`src/design/sparse_sign_index_sampler_core_assert.svh`:
```
// assertion macros for the sparse sign index sampler
// no dependencies; taken in by the modules that carry assertions
`ifndef SPARSE_SIGN_INDEX_SAMPLER_CORE_ASSERT_SVH
`define SPARSE_SIGN_INDEX_SAMPLER_CORE_ASSERT_SVH

// same-cycle implication, disabled while reset is asserted
`define SSIS_ASSERT_IMPL(name, clk, rst_n, ante, cons, msg) \
  name: assert property (@(posedge clk) disable iff (!rst_n) (ante) |-> (cons)) \
    else $error(msg);

// next-cycle implication, disabled while reset is asserted
`define SSIS_ASSERT_NEXT(name, clk, rst_n, ante, cons, msg) \
  name: assert property (@(posedge clk) disable iff (!rst_n) (ante) |=> (cons)) \
    else $error(msg);

`endif

```
`src/design/ssis_pkg.sv`:
```
// shared widths, register codes and types of the sparse sign index sampler
// no dependencies; used by scoped names from ssis_mod_unit and the core
package ssis_pkg;

  localparam int unsigned WORD_W      = 64;
  localparam int unsigned IN_TDATA_W  = 72;
  localparam int unsigned LEN_W       = 11;
  localparam int unsigned VCNT_W      = 17;
  localparam int unsigned VNUM_W      = 16;
  localparam int unsigned INDEX_W     = 10;
  localparam int unsigned OUT_TDATA_W = 32;
  localparam int unsigned OUT_PAD_W   = OUT_TDATA_W - INDEX_W - VNUM_W - 1;
  localparam int unsigned CFG_ADDR_W  = 2;
  localparam int unsigned CFG_DATA_W  = 17;

  // remainder unit: quotient bits resolved per cycle
  localparam int unsigned DIV_STEPS  = 4;
  localparam int unsigned DIV_CYCLES = WORD_W / DIV_STEPS;
  localparam int unsigned DIV_CNT_W  = $clog2(DIV_CYCLES);

  localparam logic [CFG_ADDR_W-1:0] REG_VECTOR_LENGTH  = 2'd0;
  localparam logic [CFG_ADDR_W-1:0] REG_NONZEROS       = 2'd1;
  localparam logic [CFG_ADDR_W-1:0] REG_VECTOR_COUNT   = 2'd2;

  localparam logic [LEN_W-1:0]  RST_VECTOR_LENGTH = 11'd1024;
  localparam logic [LEN_W-1:0]  RST_NONZEROS      = 11'd8;
  localparam logic [VCNT_W-1:0] RST_VECTOR_COUNT  = 17'd65536;

  typedef struct packed {
    logic              start;
    logic [WORD_W-1:0] dividend;
    logic [LEN_W-1:0]  divisor;
  } div_req_t;

endpackage

```
`src/design/ssis_mod_unit.sv`:
```
// iterative remainder unit: 64-bit word modulo an 11-bit divisor
// depends on ssis_pkg and the assertion macro header
`include "sparse_sign_index_sampler_core_assert.svh"

module ssis_mod_unit (
  input  logic                     clk_i,
  input  logic                     rst_ni,
  input  ssis_pkg::div_req_t       req_i,
  output logic                     done_o,
  output logic [ssis_pkg::LEN_W-1:0] rem_o
);

  logic                              busy_q;
  logic                              done_q;
  logic [ssis_pkg::DIV_CNT_W-1:0]    cnt_q;
  logic [ssis_pkg::WORD_W-1:0]       dvd_q;
  logic [ssis_pkg::LEN_W-1:0]        den_q;
  logic [ssis_pkg::LEN_W-1:0]        rem_q;
  logic [ssis_pkg::LEN_W-1:0]        rem_step;

  // restoring remainder, a few dividend bits per cycle
  always_comb begin : p_step
    logic [ssis_pkg::LEN_W:0]   t;
    logic [ssis_pkg::LEN_W-1:0] r;
    r = rem_q;
    for (int i = 0; i < ssis_pkg::DIV_STEPS; i++) begin
      t = {r, dvd_q[ssis_pkg::WORD_W-1-i]};
      if (t >= {1'b0, den_q}) begin
        r = ssis_pkg::LEN_W'(t - {1'b0, den_q});
      end else begin
        r = t[ssis_pkg::LEN_W-1:0];
      end
    end
    rem_step = r;
  end

  always_ff @(posedge clk_i or negedge rst_ni) begin
    if (!rst_ni) begin
      busy_q <= 1'b0;
      done_q <= 1'b0;
      cnt_q  <= '0;
    end else if (req_i.start) begin
      busy_q <= 1'b1;
      done_q <= 1'b0;
      cnt_q  <= '0;
    end else if (busy_q) begin
      cnt_q <= cnt_q + 1'b1;
      if (cnt_q == ssis_pkg::DIV_CNT_W'(ssis_pkg::DIV_CYCLES - 1)) begin
        busy_q <= 1'b0;
        done_q <= 1'b1;
      end
    end else begin
      done_q <= 1'b0;
    end
  end

  always_ff @(posedge clk_i) begin
    if (req_i.start) begin
      dvd_q <= req_i.dividend;
      den_q <= req_i.divisor;
      rem_q <= '0;
    end else if (busy_q) begin
      dvd_q <= dvd_q << ssis_pkg::DIV_STEPS;
      rem_q <= rem_step;
    end
  end

  assign done_o = done_q;
  assign rem_o  = rem_q;

  `SSIS_ASSERT_IMPL(a_rem_below_divisor, clk_i, rst_ni, done_q, rem_q < den_q, "remainder not below divisor")
  `SSIS_ASSERT_IMPL(a_no_start_while_busy, clk_i, rst_ni, req_i.start, !busy_q, "start while busy")
  `SSIS_ASSERT_IMPL(a_done_after_busy, clk_i, rst_ni, done_q, $past(busy_q), "done without a run")

endmodule

```
`config.mk`:
```
export PLATFORM = sky130hd
export DESIGN_NAME = ssis_mod_unit
export DESIGN_NICKNAME = d
export VERILOG_FILES = /design/src/design/ssis_pkg.sv /design/src/design/ssis_mod_unit.sv
export VERILOG_INCLUDE_DIRS = /design/src /design/src/design
export SDC_FILE = /design/constraint.sdc
export NUM_CORES = 1
export LEC_CHECK = 0
export ABC_AREA = 1
export BUFFER_PORTS_ARGS = -buffer_cell sky130_fd_sc_hd__buf_2
export CORE_ASPECT_RATIO = 1.2
export CORE_MARGIN = 5
export CORE_UTILIZATION = 50
export CTS_CLUSTER_DIAMETER = 40
export DETAILED_ROUTE_END_ITERATION = 10
export PLACE_DENSITY = 0.85
export SYNTH_ARGS = -nofsm -noshare
export SYNTH_HDL_FRONTEND = slang
export SYNTH_SLANG_ARGS = --single-unit
```
`constraint.sdc`:
```
create_clock -name clk_i -period 5.85 [get_ports clk_i]
set_input_delay 0.585 -clock clk_i [delete_from_list [all_inputs] [get_ports clk_i]]
set_output_delay 0.585 -clock clk_i [all_outputs]
set_load 0.02 [all_outputs]
```
# After elaboration in Yosys (flattened, before gate mapping)
# Cells that the tools add are included.
[word_totals]
register_bits = 92
in_bits = 78
out_inout_bits = 12
wordCells = 32
[op_classes]
add_sub_neg = 5
order_cmp = 4
n_eq_ne = 2
n_mux = 14
reduce_logical = 1
[ops]
columns = ["op", "n"]
rows = [
  ["2-to-1 mux 64 bit", 2],
  ["greater-or-equal comparator 12 x 11 -> 1 bit", 4],
  ["2-to-1 mux 11 bit", 4],
  ["subtractor 11 bit", 4],
  ["2-to-1 mux 4 bit", 2],
  ["2-to-1 mux 1 bit", 6],
  ["adder 4 x 1 -> 4 bit, second input constant", 1],
  ["== test 4 bit, second input constant", 1],
  ["!= test 3 x 2 -> 1 bit, second input constant", 1],
  ["nonzero test 2 bit", 1],
]

# Depth between registers and ports, before layout
[depth]
word_depth = 8
ltp_mapped = 52
mapped_depth_nobuf = 49

# Worst setup path after synthesis
# No wires, ideal clock.
[synth_timing]
kind = "register -> register"
start = "reg den_q[0] (netlist name)"
end = "reg rem_q (netlist bit rem_o[9])"
setup_ps = 113
t_arrival_ps = 6050
required_time_ps = 5737
setup_slack_ps = -313
path_stages_with_launch = 49
n_path_buf = 2
period_less_slack_ps = 6163
path_cell_list = "edfxtp_1 ha_1 fa_1 inv_1 nand2_1 nand2_1 nand2_1 nand2_1 nand2_1 nand2_1 nand2_1 nand2_1 inv_1 ha_1 inv_1 o21ai_1 inv_1 nor2_1 (+13 left out) inv_1 nor2_1 a21boi_4 nand3_1 nand2_1 inv_1 ha_1 inv_1 o31ai_2 a21oi_1 o21ai_1 nand2_1 and3_1 nand3_2 buf_6 nand2_2 nand3_1 nand2_1"
[synth_between]
elab_chain_len = 8
elab_cells_between_ends = 12
cone_classes = "4 x add/sub; 4 x order compare; 4 x mux"
[synth_rtl]
columns = ["item", "line_no", "text"]
rows = [
  ["start: declaration", "ssis_mod_unit.sv:17", "logic [ssis_pkg::LEN_W-1:0] den_q;"],
  ["start signal: assignment", "ssis_mod_unit.sv:60", "den_q <= req_i.divisor;"],
  ["subtractor 11 bit / greater-or-equal comparator 12 x 11 -> 1 bit (equally long branches)", "ssis_mod_unit.sv:29, ssis_mod_unit.sv:28", ""],
  ["2-to-1 mux 11 bit", "ssis_mod_unit.sv:28", "if (t >= {1'b0, den_q}) begin"],
  ["subtractor 11 bit / greater-or-equal comparator 12 x 11 -> 1 bit (equally long branches)", "ssis_mod_unit.sv:29, ssis_mod_unit.sv:28", ""],
  ["2-to-1 mux 11 bit", "ssis_mod_unit.sv:28", ""],
  ["subtractor 11 bit / greater-or-equal comparator 12 x 11 -> 1 bit (equally long branches)", "ssis_mod_unit.sv:29, ssis_mod_unit.sv:28", ""],
  ["2-to-1 mux 11 bit", "ssis_mod_unit.sv:28", ""],
  ["subtractor 11 bit / greater-or-equal comparator 12 x 11 -> 1 bit (equally long branches)", "ssis_mod_unit.sv:29, ssis_mod_unit.sv:28", ""],
  ["2-to-1 mux 11 bit *", "ssis_mod_unit.sv:28", ""],
  ["end signal: assignment", "ssis_mod_unit.sv:64", "rem_q <= rem_step;"],
  ["end: declaration", "ssis_mod_unit.sv:18", "logic [ssis_pkg::LEN_W-1:0] rem_q;"],
]
# Every way passes the cells marked *; elsewhere a longest branch is shown, timed or not.
# A chain may end at the register's enable or synchronous reset.

# Final worst setup path
[layout_timing]
start = "reg den_q[0] (netlist name)"
end = "reg rem_q (netlist bit rem_o[5])"
# The elaborated chain is that of the path after synthesis.

==> results.cfg <==
[cells_and_area]
fill_cells = 823
fin_nets = 1333
drive_above_1_share_pct = 45.9
design_area_mm2 = 0.0104
mostFrequentLayoutCell = nand2_1
antenna_cells = 0
most-common-layout-cells = nand2_1, buf_4, buf_2
area_delta_synth_final_pct = 54.0

[routing]
initialDrtViolationCount = 655
first_pass_iters = 6
num_vias = 7535
antenna_left = 0
vias_per_cell = 5.46
drc = 0
wl_per_cell_um = 17.9
wirelength_um = 24800

[critical_path]
r2r-start = den_q[0]
worstRegToRegCells = 44
cp.arrival_ns = 6.66
cpPeakStageDelay_ns = 0.42
critPathTopFamily = simple AND/OR/NAND/NOR gates
slowest_stage = edfxtp_1
r2r_setup_slack_ns = -0.57
reg2reg_to = rem_o[5]
worstSetupEndpointType = flop
crit_required_ns = 6.09
crit_type = reg -> reg
critical_path.max_fanout = 7
worst-path-buf-inv = 8
start_kind = flop

[sta]
fin_setup_tns_ns = -5.64
drv_slew = 0
relSlewSlack_pct = 24.5
max_freq_ghz = 0.156
hold_viol_final = 0
setup_viol = 11
fin_ws_ns = -0.574
tightest_slew_ns = 1.13
rsz0062_at_grt = true
fin_crit_sh_pct = 110
worst_clock_skew_ns = 0.0136
period_minus_slack_ns = 6.42

[hold_path]
hp-class = in -> async

[die]
die_w_um = 116
rows = 46
die-area_mm2 = 0.0159
ioPinCount = 90
start_util_pct = 50.8
fp.dieH_um = 137
coreArea_mm2 = 0.0132

[clock_tree]
clockRootBuffer = clkbuf_16
clock-sinks = 92
clk_latency_ns = 0.35
postCtsHoldBufs = 0
cts_tree = done
clockBufferDepth = 2
cts_buffers = 9
h-tree-depth = 3
cts.clk_slew.worst_paths_ns = 0.07

[grt]
antenna_found_initial = 0
grt_max_degree = 78
grt_overflow = 0
grt_pass1_wl_um = 37900
track_usage_pct = 30.8
grt_pass1_vias = 7706

[synth]
synthArstFlopShare_pct = 6.52
postSynthAreaPerCell_um2 = 7.51
synth_nets = 1022
ys_ff_latch = 92
synth-main-ff-cell = edfxtp_1
synth.distinct_cells = 42
synth-warning-count = 0
ys_seq_area_share_pct = 39.0
synthesis.instances = 895
synth_edf_count = 75
synth.cell_area_mm2 = 0.00673

[placement]
place_area_mm2 = 0.00861
place_ws_ns = -0.578
gp_congestion = 0.948
dp_hpwl_um = 15800
portBuffers = 89

[flow_run]
cap_violations = 0

[run_status]
violations = negative setup slack
run_status = finished with violations
metrics by stage:
step / util (%) / instances / hold slack (ns)
6_report: 78.3 / 1379 / 0.0443
5_1_grt: 78.3 / 1379 / 0.0441
4_1_cts: 76.3 / 1372 / 0.0449
3_5_place_dp: 65.0 / 1291 / 0.413
3_3_place_gp: 65.0 / 1291 / 0.414
2_1_floorplan: - / 895 / 0.289
state kept, by name, summed over array words and instances (netlist names):
signal / count
rem_o: 11
done_o: 1
busy_q: 1
dvd_q: 64
den_q: 11
cnt_q: 4
cells in the mapped netlist, types with 3 or more instances:
cell type  number  area (um2)
xor2_1         16         140
dfrtp_1         6         150
inv_2           5        18.8
nand4_1        29         181
inv_1         117         439
ha_1           45         563
buf_6           4        45.0
fa_1            4        80.1
dfxtp_1        11         220
edfxtp_1       75        2250
nand2_2        15        93.8
o21ai_0        13        65.1
xnor2_1        14         123
clkbuf_1       15        56.3
nand2_1       363        1360
nor2_1         32         120
nor3_1          3        15.0
a21oi_1        29         145
nand3_2         4        40.0
nand3b_1        4        30.0
buf_2           8        40.0
nand3_1        54         270
cells by family after synthesis:
| group | Yosys count | synth area share [%] |
|---|---|---|
| xor+xnor | 30 | 3.91 |
| flops | 92 | 39.0 |
| simple gates | 515 | 33.3 |
| fa+ha+maj | 49 | 9.56 |
| buf+inv | 149 | 8.91 |
| compound gates | 60 | 5.34 |
per-layer routing:
metal  up-vias  wire length, um  global-route usage (%)
met4         0             2140                    23.9
met1      3475             8970                    33.9
met3       144             1800                    5.97
li1       3521                -                       -
met5         -                0                       0
met2       395            11800                    51.6
final cells by class:
cell class                      instances  area, um2  share of cell area [%]
Timing Repair Buffer                  322       2260                    21.8
Multi-Input combinational cell        659       4510                    43.5
Sequential cell                        92       2620                    25.3
Clock inverter                          7       66.3                   0.640
Inverter                              122        460                    4.44
Clock buffer                            9        225                    2.17
Tap cell                              168        210                    2.03
what timing repair did:
action / in CTS / in global routing
buffers inserted: 59 / 7
endpoints found under the setup margin: 11 / 11
resized for setup: 166 / 50
pin swaps: 58 / 36
gates cloned: 6 / 0
worst max-delay path by stage:
stage / start / end / slack [ns] / cells past startpoint
2_1_floorplan: den_q[0] / rem_o[9] / 0.01 / 48
3_3_place_gp: den_q[9] / rem_o[4] / -0.49 / 41
3_5_place_dp: den_q[2] / rem_o[5] / -0.58 / 43
4_1_cts: den_q[0] / rem_o[0] / -0.03 / 47
5_1_grt: den_q[0] / rem_o[6] / -0.77 / 44
6_report: den_q[0] / rem_o[5] / -0.57 / 44
worst register-to-register path, delay by kind of cell, from the launching register on:
kind            cells  cell delay, ns
simple gates       26            3.01
fa+ha+maj           5            1.36
buf+inv             8            0.83
compound gates      5            0.67
flops               1            0.42
Power is not shown: default switching activity piles up to over one toggle a cycle in this logic, so the estimate is an artifact.
